## config.mk

```make
export PLATFORM = sky130hd
export DESIGN_NAME = sector_sorted_request_queue_top
export DESIGN_NICKNAME = d
export VERILOG_FILES = /design/src/rtl/ssrq_pkg.sv /design/src/rtl/ssrq_front.sv /design/src/rtl/ssrq_back.sv /design/src/rtl/sector_sorted_request_queue_top.sv
export SDC_FILE = /design/constraint.sdc
export NUM_CORES = 2
export LEC_CHECK = 0
export ABC_AREA = 0
export BUFFER_PORTS_ARGS = -buffer_cell sky130_fd_sc_hd__buf_2
export CORE_ASPECT_RATIO = 0.5
export CORE_MARGIN = 8
export CORE_UTILIZATION = 40
export CTS_CLUSTER_SIZE = 28
export DETAILED_ROUTE_END_ITERATION = 16
export GPL_TIMING_DRIVEN = 0
export PLACE_DENSITY = 0.52
export SLEW_MARGIN = 20
export SYNTH_ARGS = -nofsm -noshare
export SYNTH_HDL_FRONTEND = slang
export SYNTH_HIERARCHICAL = 1
export SYNTH_SLANG_ARGS = --single-unit
```

## constraint.sdc

```tcl
create_clock -name clk -period 11.1 [get_ports clk]
set_clock_uncertainty 0.05 [all_clocks]
set_input_delay 2.22 -clock clk [delete_from_list [all_inputs] [get_ports clk]]
set_output_delay 2.22 -clock clk [all_outputs]
set_load 0.01 [all_outputs]
```

## src/rtl/ssrq_pkg.sv

```systemverilog
// ----------------------------------------------------------------------------
// ssrq_pkg
// Shared types and codes for the sector sorted request queue.
// ----------------------------------------------------------------------------
package ssrq_pkg;

  localparam logic [1:0] ACT_INSERT   = 2'd0;
  localparam logic [1:0] ACT_DISPATCH = 2'd1;
  localparam logic [1:0] ACT_REMOVE   = 2'd2;

  localparam logic [1:0] ST_OK        = 2'd0;
  localparam logic [1:0] ST_FULL      = 2'd1;
  localparam logic [1:0] ST_EMPTY     = 2'd2;
  localparam logic [1:0] ST_NOT_FOUND = 2'd3;

  localparam int FIELD_SECTOR_BITS = 48;

  typedef struct packed {
    logic [1:0]                   action;
    logic [FIELD_SECTOR_BITS-1:0] sector;
    logic                         is_write;
    logic [7:0]                   tag;
  } in_item_t;

  typedef struct packed {
    logic [1:0]                   status;
    logic                         out_valid;
    logic [FIELD_SECTOR_BITS-1:0] out_sector;
    logic                         out_is_write;
    logic [7:0]                   out_tag;
    logic [4:0]                   queue_count;
    logic [FIELD_SECTOR_BITS-1:0] head_position;
  } out_item_t;

  // Decoded command handed from the front to the back; an unused action
  // code decodes to no operation at all.
  typedef struct packed {
    logic                         is_insert;
    logic                         is_dispatch;
    logic                         is_remove;
    logic [FIELD_SECTOR_BITS-1:0] sector;
    logic                         is_write;
    logic [7:0]                   tag;
  } cmd_t;

endpackage

```

## src/rtl/ssrq_front.sv

```systemverilog
// ----------------------------------------------------------------------------
// ssrq_front
// Accepts commands, decodes the action and holds them in a two-entry queue.
// ----------------------------------------------------------------------------
module ssrq_front import ssrq_pkg::*; (
  input  logic     clk,
  input  logic     rst_n,
  input  logic     in_push,
  output logic     in_full,
  input  in_item_t in_item,
  output logic     cmd_valid,
  input  logic     cmd_take,
  output cmd_t     cmd
);

  cmd_t       mem_r [2];
  logic       wr_ptr_r, wr_ptr_nxt;
  logic       rd_ptr_r, rd_ptr_nxt;
  logic [1:0] cnt_r, cnt_nxt;
  logic       push_ok;
  logic       pop_ok;
  cmd_t       dec;

  assign in_full   = (cnt_r == 2'd2);
  assign cmd_valid = (cnt_r != 2'd0);
  assign cmd       = mem_r[rd_ptr_r];
  assign push_ok   = in_push && !in_full;
  assign pop_ok    = cmd_take && cmd_valid;

  always_comb begin
    dec             = '0;
    dec.sector      = in_item.sector;
    dec.is_write    = in_item.is_write;
    dec.tag         = in_item.tag;
    unique case (in_item.action)
      ACT_INSERT:   dec.is_insert   = 1'b1;
      ACT_DISPATCH: dec.is_dispatch = 1'b1;
      ACT_REMOVE:   dec.is_remove   = 1'b1;
      default:      ;
    endcase
  end

  always_comb begin
    wr_ptr_nxt = push_ok ? ~wr_ptr_r : wr_ptr_r;
    rd_ptr_nxt = pop_ok ? ~rd_ptr_r : rd_ptr_r;
    cnt_nxt    = cnt_r + 2'(push_ok) - 2'(pop_ok);
  end

  always_ff @(posedge clk) begin
    if (!rst_n) begin
      wr_ptr_r <= 1'b0;
      rd_ptr_r <= 1'b0;
      cnt_r    <= 2'd0;
    end else begin
      wr_ptr_r <= wr_ptr_nxt;
      rd_ptr_r <= rd_ptr_nxt;
      cnt_r    <= cnt_nxt;
    end
  end

  always_ff @(posedge clk) begin
    if (push_ok) begin
      mem_r[wr_ptr_r] <= dec;
    end
  end

endmodule

```

## src/rtl/ssrq_back.sv

```systemverilog
// ----------------------------------------------------------------------------
// ssrq_back
// Sorted register queue with parallel compare-and-shift, and result queue.
// ----------------------------------------------------------------------------
module ssrq_back import ssrq_pkg::*; #(
  parameter int QUEUE_DEPTH = 16,
  parameter int SECTOR_BITS = 48
) (
  input  logic      clk,
  input  logic      rst_n,
  input  logic      cmd_valid,
  output logic      cmd_take,
  input  cmd_t      cmd,
  output logic      out_empty,
  input  logic      out_pop,
  output out_item_t out_item
);

  localparam int CW = $clog2(QUEUE_DEPTH + 1);

  logic [SECTOR_BITS-1:0] sec_r [QUEUE_DEPTH];
  logic [SECTOR_BITS-1:0] sec_nxt [QUEUE_DEPTH];
  logic                   wr_r [QUEUE_DEPTH];
  logic                   wr_nxt [QUEUE_DEPTH];
  logic [7:0]             tag_r [QUEUE_DEPTH];
  logic [7:0]             tag_nxt [QUEUE_DEPTH];
  logic [CW-1:0]          cnt_r, cnt_nxt;
  logic [SECTOR_BITS-1:0] head_r, head_nxt;

  logic [QUEUE_DEPTH-1:0] ins_sh;
  logic [QUEUE_DEPTH-1:0] after;
  logic [QUEUE_DEPTH-1:0] shift_dn;
  logic                   found;
  logic                   is_full;
  logic                   is_empty;
  logic                   go;
  logic                   do_ins;
  logic                   do_rm;
  logic [63:0]            sec_wide;
  logic [SECTOR_BITS-1:0] sec_in;
  logic [63:0]            head_wide;
  logic [63:0]            out_wide;
  out_item_t              res;

  out_item_t  res_mem_r [2];
  logic       res_wr_r, res_rd_r;
  logic [1:0] res_cnt_r;
  logic       res_full;
  logic       res_pop;

  assign res_full  = (res_cnt_r == 2'd2);
  assign out_empty = (res_cnt_r == 2'd0);
  assign out_item  = res_mem_r[res_rd_r];
  assign res_pop   = out_pop && !out_empty;
  assign go        = cmd_valid && !res_full;
  assign cmd_take  = go;

  assign sec_wide = 64'(cmd.sector);
  assign sec_in   = sec_wide[SECTOR_BITS-1:0];
  assign is_full  = (cnt_r == CW'(QUEUE_DEPTH));
  assign is_empty = (cnt_r == '0);

  // Insert point: first held entry strictly greater; the queue is sorted, so
  // the greater entries form a run up to the fill count.
  // Remove point: first held entry with a matching tag; everything at or
  // past it moves one slot toward the head.
  always_comb begin
    logic acc;
    acc = 1'b0;
    for (int k = 0; k < QUEUE_DEPTH; k++) begin
      ins_sh[k] = ((CW'(k) < cnt_r) && (sec_r[k] > sec_in)) || (CW'(k) == cnt_r);
      acc       = acc | ((CW'(k) < cnt_r) && (tag_r[k] == cmd.tag));
      after[k]  = acc;
      shift_dn[k] = cmd.is_dispatch | after[k];
    end
    found = acc;
  end

  assign do_ins = go && cmd.is_insert && !is_full;
  assign do_rm  = go && ((cmd.is_dispatch && !is_empty) || (cmd.is_remove && found));

  always_comb begin
    int km;
    int kp;
    for (int k = 0; k < QUEUE_DEPTH; k++) begin
      km = (k > 0) ? k - 1 : 0;
      kp = (k < QUEUE_DEPTH - 1) ? k + 1 : k;
      sec_nxt[k] = sec_r[k];
      wr_nxt[k]  = wr_r[k];
      tag_nxt[k] = tag_r[k];
      if (do_ins) begin
        if (ins_sh[k] && (k > 0) && ins_sh[km]) begin
          sec_nxt[k] = sec_r[km];
          wr_nxt[k]  = wr_r[km];
          tag_nxt[k] = tag_r[km];
        end else if (ins_sh[k]) begin
          sec_nxt[k] = sec_in;
          wr_nxt[k]  = cmd.is_write;
          tag_nxt[k] = cmd.tag;
        end
      end else if (do_rm && shift_dn[k]) begin
        sec_nxt[k] = sec_r[kp];
        wr_nxt[k]  = wr_r[kp];
        tag_nxt[k] = tag_r[kp];
      end
    end
  end

  always_comb begin
    cnt_nxt  = cnt_r;
    head_nxt = head_r;
    if (do_ins) begin
      cnt_nxt = cnt_r + CW'(1);
    end else if (do_rm) begin
      cnt_nxt = cnt_r - CW'(1);
    end
    if (go && cmd.is_dispatch && !is_empty) begin
      head_nxt = sec_r[0];
    end
  end

  always_comb begin
    logic [31:0] cnt_wide;
    cnt_wide  = 32'(cnt_nxt);
    head_wide = 64'(head_nxt);
    out_wide  = 64'(sec_r[0]);
    res       = '0;
    priority if (cmd.is_insert && is_full) begin
      res.status = ST_FULL;
    end else if (cmd.is_dispatch && is_empty) begin
      res.status = ST_EMPTY;
    end else if (cmd.is_remove && !found) begin
      res.status = ST_NOT_FOUND;
    end else begin
      res.status = ST_OK;
    end
    if (cmd.is_dispatch && !is_empty) begin
      res.out_valid    = 1'b1;
      res.out_sector   = out_wide[FIELD_SECTOR_BITS-1:0];
      res.out_is_write = wr_r[0];
      res.out_tag      = tag_r[0];
    end
    res.queue_count   = cnt_wide[4:0];
    res.head_position = head_wide[FIELD_SECTOR_BITS-1:0];
  end

  always_ff @(posedge clk) begin
    if (!rst_n) begin
      cnt_r     <= '0;
      head_r    <= '0;
      res_wr_r  <= 1'b0;
      res_rd_r  <= 1'b0;
      res_cnt_r <= 2'd0;
    end else begin
      cnt_r     <= cnt_nxt;
      head_r    <= head_nxt;
      res_wr_r  <= go ? ~res_wr_r : res_wr_r;
      res_rd_r  <= res_pop ? ~res_rd_r : res_rd_r;
      res_cnt_r <= res_cnt_r + 2'(go) - 2'(res_pop);
    end
  end

  always_ff @(posedge clk) begin
    for (int k = 0; k < QUEUE_DEPTH; k++) begin
      sec_r[k] <= sec_nxt[k];
      wr_r[k]  <= wr_nxt[k];
      tag_r[k] <= tag_nxt[k];
    end
    if (go) begin
      res_mem_r[res_wr_r] <= res;
    end
  end

endmodule

```

## src/rtl/sector_sorted_request_queue_top.sv

```systemverilog
// Sector sorted request queue. Holds up to QUEUE_DEPTH requests in ascending
// start-sector order (equal sectors first in, first out) and takes insert,
// dispatch-lowest and remove-by-tag commands, one result per command. The
// sorted store is a row of registers updated by a parallel compare-and-shift,
// so one command completes per clock while results are popped: a pushed
// command is registered in the command queue, executed from there, and its
// result is registered in the result queue for popping. Two-entry queues on
// the command and result sides let each side stall without stopping the
// other.
// ----------------------------------------------------------------------------
// sector_sorted_request_queue_top
// Top level: command front end and sorted queue back end.
// ----------------------------------------------------------------------------
module sector_sorted_request_queue_top import ssrq_pkg::*; #(
  parameter int QUEUE_DEPTH = 16,
  parameter int SECTOR_BITS = 48
) (
  input  logic      clk,
  input  logic      rst_n,
  input  logic      in_push,
  output logic      in_full,
  input  in_item_t  in_item,
  output logic      out_empty,
  input  logic      out_pop,
  output out_item_t out_item
);

  logic cmd_valid;
  logic cmd_take;
  cmd_t cmd;

  ssrq_front u_front (
    .clk       (clk),
    .rst_n     (rst_n),
    .in_push   (in_push),
    .in_full   (in_full),
    .in_item   (in_item),
    .cmd_valid (cmd_valid),
    .cmd_take  (cmd_take),
    .cmd       (cmd)
  );

  ssrq_back #(
    .QUEUE_DEPTH (QUEUE_DEPTH),
    .SECTOR_BITS (SECTOR_BITS)
  ) u_back (
    .clk       (clk),
    .rst_n     (rst_n),
    .cmd_valid (cmd_valid),
    .cmd_take  (cmd_take),
    .cmd       (cmd),
    .out_empty (out_empty),
    .out_pop   (out_pop),
    .out_item  (out_item)
  );

endmodule
```

==> impl_summary.md <==
Status
The flow ran to the end, but the final reports show violations. The final reports fail on capacitance limit.

Clock network
The number of buffers inserted for hold repair after clock tree synthesis is 0. The number of clock buffers added by TritonCTS is 149. In this run the number of H-tree levels came out at 4. The maximum buffer depth of the clock tree is 4. The clock latency on the worst-skew pair is 820 ps. The clock net in this run drives a total of 1,321 sinks.

The number of gates resized after CTS was 0. Clock-pin slew was measured on the worst setup and hold paths at roughly 60 ps. The post-CTS setup repair buffer count is 0. CTS placed an instance of sky130_fd_sc_hd__clkbuf_16 at the clock tree root. TritonCTS built the clock tree.

Global routing
Summed over all layers, the global routing overflow is 0. The global routing usage summed across all routing layers is 30.5%. The number of antenna violations at the first check in global routing is 31. The wire length of the first global-routing pass is 470,000 um.

Entering global routing, the biggest net connects 48 pins. The number of global-route vias before repair is 60,463.

Synth
Of the total synthesized cell area, the portion taken by full adders, half adders and majority gates is 12.2%. The share of the Yosys chip area taken by registers is 48.9%. The most instantiated flip-flop cell in the synthesis netlist is sky130_fd_sc_hd__edfxtp_1.

The area of the mapped netlist is 0.0799 mm^2. The portion of synthesized area spent on multiplexers is 12.5%. A synthesized cell averages around 11 um^2. The async set or reset register ratio after synthesis is 0%. Summing the areas of all compound-gate instances in the mapped netlist gives 11.8% of the synthesized area. The combinational family with the most area after synthesis is multiplexers.

The number of synthesized register bits is between 1,000 and 1,500. The post-synth net total is approximately 8,000. After Yosys synthesis, XOR and XNOR cells account for under 10% of the synthesized area. The synthesized design contains 1,258 enable-type register cells.

The synthesized netlist devotes 10.0% of its cell area to simple gates. The synthesis warning total is 6. The number of distinct library cells after synthesis is 77. The synthesized instance count is 7,151.

Place
After legalization and detailed placement, the total HPWL measured 270,000 um. The number of placed instances, taps included, is roughly 10,000. The total of buffers placed on input and output ports is 177. The final weighted congestion of routability-driven global placement is just under 1.

Detailed routing
The top routing layer in use is met5. Summing over every cut layer, the via total after detailed routing is 64,024. After detailed routing, the met2 layer carries 136,000 um of wire.

For this run, the detailed router's first-pass iteration total came to 8. The count of routing violations after the opening detailed-route iteration is 9,060. Dividing the detail-routed via count by the number of cells gives 6.18. The wire length per cell after detailed routing is 33.0 um. The detailed-routing wirelength on met1 is between 100,000 and 150,000 um. The residual DRC count is 0. Summed over all layers, the routed wires come to 342,000 um. In the detailed route, the total length drawn on met3 is 47,300 um. The detail route stage leaves a number of antenna-violating nets equal to 0.

Layout
The number of cells in the finished layout apart from fillers is 10,367. The multi-input combinational cells in the finished layout cover a total of 0.0387 mm^2. The layout has 18,765 filler cells. After the last flow step, the layout net total stands at 8,438. The area growth from synthesis to layout is 14.0%.

Summing all flip-flop and latch instances after layout gives 0.0390 mm^2. Of the cells placed in the final design, the portion with a size suffix greater than 1 is 13.1%.

Floorplan
The floorplan row count is 116. The die span in y is 332 um. The I/O pin total is 178. The total area inside the core boundary comes to 0.199 mm^2. The initial utilization of the core area, before any placement, comes to between 40% and 50%. The die footprint is 0.215 mm^2. The die extent in x is about 650 um.

STA
Setup violations remaining at the end of the flow were counted as 0. Setup repair after global routing left no endpoint under its margin. The final-report max-slew violation count is 0. The slew at the pin closest to its max-slew limit is roughly 1500 ps.

After routing, the total negative slack on setup checks comes to 0 ps. The worst path uses 69.8% of the clock period. The final count of hold timing violations is 0. The clock period could shrink to 7750 ps. The relative slew slack is 0.317%.

The maximum operating frequency is 129 MHz.

Power and ir drop
Power spread over the standard cell area amounts to 299 mW/mm^2. The total power is 27.3 mW. For this design the static power due to leakage is ~38 nW. IR analysis of the VDD net gives a maximum drop of 134 uV.

Worst setup path
The worst setup path category is flip-flop to flip-flop. At the worst endpoint, the required time is 11,600 ps. The cell that appears most often on the critical path is sky130_fd_sc_hd__buf_2.

The highest net fanout along the worst path is 19. On the critical path, the stage with the largest delay is an instance of sky130_fd_sc_hd__nor2_1. The capture point of the worst path is u_back/sec_r[1][373]. The length in cells of the worst reg-to-reg path is 17. Data on the critical path arrives at its endpoint at 8250 ps. The signal on the critical path passes through buf_6, buf_12, mux2_4, inv_1, ha_1, nand4_1, nor3_1, nand2_1, nor2_1, o41ai_2, buf_2, a2bb2oi_1, o211ai_1, clkbuf_2, buf_16, buf_2, mux2_2. The kind of end point of the critical path is a flip-flop.

The terminus of the critical flop-to-flop path is u_back/sec_r[1][373]. The maximum single-stage delay on the critical path is slightly above 900 ps. For flop-to-flop paths, the worst setup slack is 3350 ps. The worst setup path is launched from a flip-flop.

Flow run
The max capacitance violation total is 1.

Hold path
The worst min-delay path class is flip-flop to flip-flop.
[cell families after synthesis]
| group | after synthesis |
|---|---|
| simple gates | 1745 |
| compound gates | 1702 |
| flops | 1321 |
| mux | 941 |
| fa+ha+maj | 777 |
| buf+inv | 527 |
| xor+xnor | 138 |
[worst max-delay path: cells and delay by family (launching register included)]
family,cells,cell delay [ps]
buf+inv,7,2490
simple gates,4,2150
compound gates,3,1360
mux,2,740
fa+ha+maj,1,330
flops,1,320
[power by group]
group / switching [mW] / leakage [nW] / total (mW) / internal [mW]
clock network: 2.15 / 2.35 / 5.13 / 2.98
logic: 9.05 / 24.1 / 13.3 / 4.26
registers: 1.12 / 12.1 / 8.82 / 7.70
[cells in the mapped netlist (10+ instances only)]
library cell               instances  area (um^2)
sky130_fd_sc_hd__edfxtp_1       1258        37800
sky130_fd_sc_hd__o21a_1           10         75.1
sky130_fd_sc_hd__a221oi_1         25          219
sky130_fd_sc_hd__o211ai_1         55          413
sky130_fd_sc_hd__and2_1           66          413
sky130_fd_sc_hd__a21boi_0         14          105
sky130_fd_sc_hd__o21ai_1          82          410
sky130_fd_sc_hd__o31ai_1          10         75.1
sky130_fd_sc_hd__nand2_1         726         2730
sky130_fd_sc_hd__and3_1           72          450
sky130_fd_sc_hd__nor2_1          409         1540
sky130_fd_sc_hd__inv_1            92          345
sky130_fd_sc_hd__ha_1            777         9720
sky130_fd_sc_hd__a211oi_1         28          210
sky130_fd_sc_hd__a21o_1           80          601
sky130_fd_sc_hd__nor2b_1          35          219
sky130_fd_sc_hd__xnor2_1          79          692
sky130_fd_sc_hd__o221ai_1         10         87.6
sky130_fd_sc_hd__nand2b_1         16          100
sky130_fd_sc_hd__mux2i_1         664         6650
sky130_fd_sc_hd__buf_1            27          101
sky130_fd_sc_hd__nand4_1         159          995
sky130_fd_sc_hd__buf_4            47          353
sky130_fd_sc_hd__dfxtp_1          63         1260
sky130_fd_sc_hd__mux2_4           60          901
sky130_fd_sc_hd__nor3_1           31          155
sky130_fd_sc_hd__nand3_1         127          636
sky130_fd_sc_hd__o21ai_0         510         2550
sky130_fd_sc_hd__clkbuf_1        273         1020
sky130_fd_sc_hd__xor2_1           59          517
sky130_fd_sc_hd__and4_1           26          228
sky130_fd_sc_hd__buf_2            63          315
sky130_fd_sc_hd__a31oi_1          12         75.1
sky130_fd_sc_hd__buf_6            15          169
sky130_fd_sc_hd__nor4_1           44          275
sky130_fd_sc_hd__a21oi_1         796         3980
sky130_fd_sc_hd__mux2_2          217         2440
[final cells by class]
class,count,area share [%]
Clock inverter,71,0.906
Clock buffer,183,4.37
Inverter,92,0.379
Buffer,435,2.39
Antenna cell,11,0.0302
Multi-Input combinational cell,5303,42.5
Sequential cell,1321,42.9
Timing Repair Buffer,296,2.86
Tap cell,2655,3.65
[metal layers]
metal | vias up | global-route usage [%]
li1 | 27868 | -
met1 | 32094 | 43.8
met2 | 3567 | 42.7
met3 | 479 | 11.5
met4 | 16 | 8.24
met5 | - | 0
[worst min-delay path by stage]
stage                      from               end  slack [ps]  cells after the start
2_1_floorplan  u_front/wr_ptr_r  u_front/wr_ptr_r         400                      2
3_3_place_gp   u_front/wr_ptr_r  u_front/wr_ptr_r         420                      2
3_5_place_dp   u_front/rd_ptr_r         flip-flop         470                      2
4_1_cts        u_front/wr_ptr_r  u_front/wr_ptr_r         480                      2
5_1_grt        u_front/wr_ptr_r  u_front/wr_ptr_r         500                      2
6_report       u_front/wr_ptr_r  u_front/wr_ptr_r         480                      2
[sequential cells by signal (all words and copies together), names as in the netlist, named ones only]
name              count
u_back/res_wr_r       1
u_back/tag_r        128
u_back/cnt_r          5
u_front/mem_r       120
u_front/cnt_r         2
u_back/wr_r          16
u_back/res_cnt_r      2
u_front/rd_ptr_r      1
u_back/res_rd_r       1
u_back/res_mem_r    226
u_back/head_r        48
u_back/sec_r        768
u_front/wr_ptr_r      1
[cells in the final DEF (no fill, tap or decap), types with 24 or more instances in the layout]
| cell type | netlist | layout |
|---|---|---|
| sky130_fd_sc_hd__mux2_2 | 217 | 217 |
| sky130_fd_sc_hd__a21o_1 | 80 | 80 |
| sky130_fd_sc_hd__mux2i_1 | 664 | 664 |
| sky130_fd_sc_hd__buf_16 | 0 | 24 |
| sky130_fd_sc_hd__clkbuf_16 | 0 | 152 |
| sky130_fd_sc_hd__dfxtp_1 | 63 | 63 |
| sky130_fd_sc_hd__ha_1 | 777 | 777 |
| sky130_fd_sc_hd__inv_1 | 92 | 92 |
| sky130_fd_sc_hd__nor4_1 | 44 | 28 |
| sky130_fd_sc_hd__edfxtp_1 | 1258 | 1258 |
| sky130_fd_sc_hd__o21ai_0 | 510 | 504 |
| sky130_fd_sc_hd__nand4_1 | 159 | 159 |
| sky130_fd_sc_hd__buf_2 | 63 | 246 |
| sky130_fd_sc_hd__mux2_4 | 60 | 60 |
| sky130_fd_sc_hd__buf_4 | 47 | 81 |
| sky130_fd_sc_hd__and3_1 | 72 | 71 |
| sky130_fd_sc_hd__buf_6 | 15 | 49 |
| sky130_fd_sc_hd__o211ai_1 | 55 | 55 |
| sky130_fd_sc_hd__nor2b_1 | 35 | 35 |
| sky130_fd_sc_hd__nor2_1 | 409 | 403 |
| sky130_fd_sc_hd__and2_1 | 66 | 65 |
| sky130_fd_sc_hd__a21oi_1 | 796 | 796 |
| sky130_fd_sc_hd__o21ai_1 | 82 | 86 |
| sky130_fd_sc_hd__xnor2_1 | 79 | 76 |
| sky130_fd_sc_hd__buf_1 | 27 | 25 |
| sky130_fd_sc_hd__clkbuf_1 | 273 | 276 |
| sky130_fd_sc_hd__and4_1 | 26 | 26 |
| sky130_fd_sc_hd__nand3_1 | 127 | 127 |
| sky130_fd_sc_hd__nand2_1 | 726 | 726 |
| sky130_fd_sc_hd__xor2_1 | 59 | 59 |
[stage by stage]
| stage | hold WS, ps | instance area [um^2] | worst slack [ps] | util, % |
|---|---|---|---|---|
| after CTS | 482 | 91000 | 3610 | 45.6 |
| final | 483 | 91000 | 3350 | 45.7 |
| after floorplan | 405 | 79900 | 3300 | - |
| after global routing | 500 | 91000 | 3400 | 45.7 |
| after global placement | 421 | 84100 | -5660 | 42.2 |
| after detailed placement | 465 | 86100 | 3670 | 43.2 |
No activity file was read; power rests on OpenSTA's default activity.
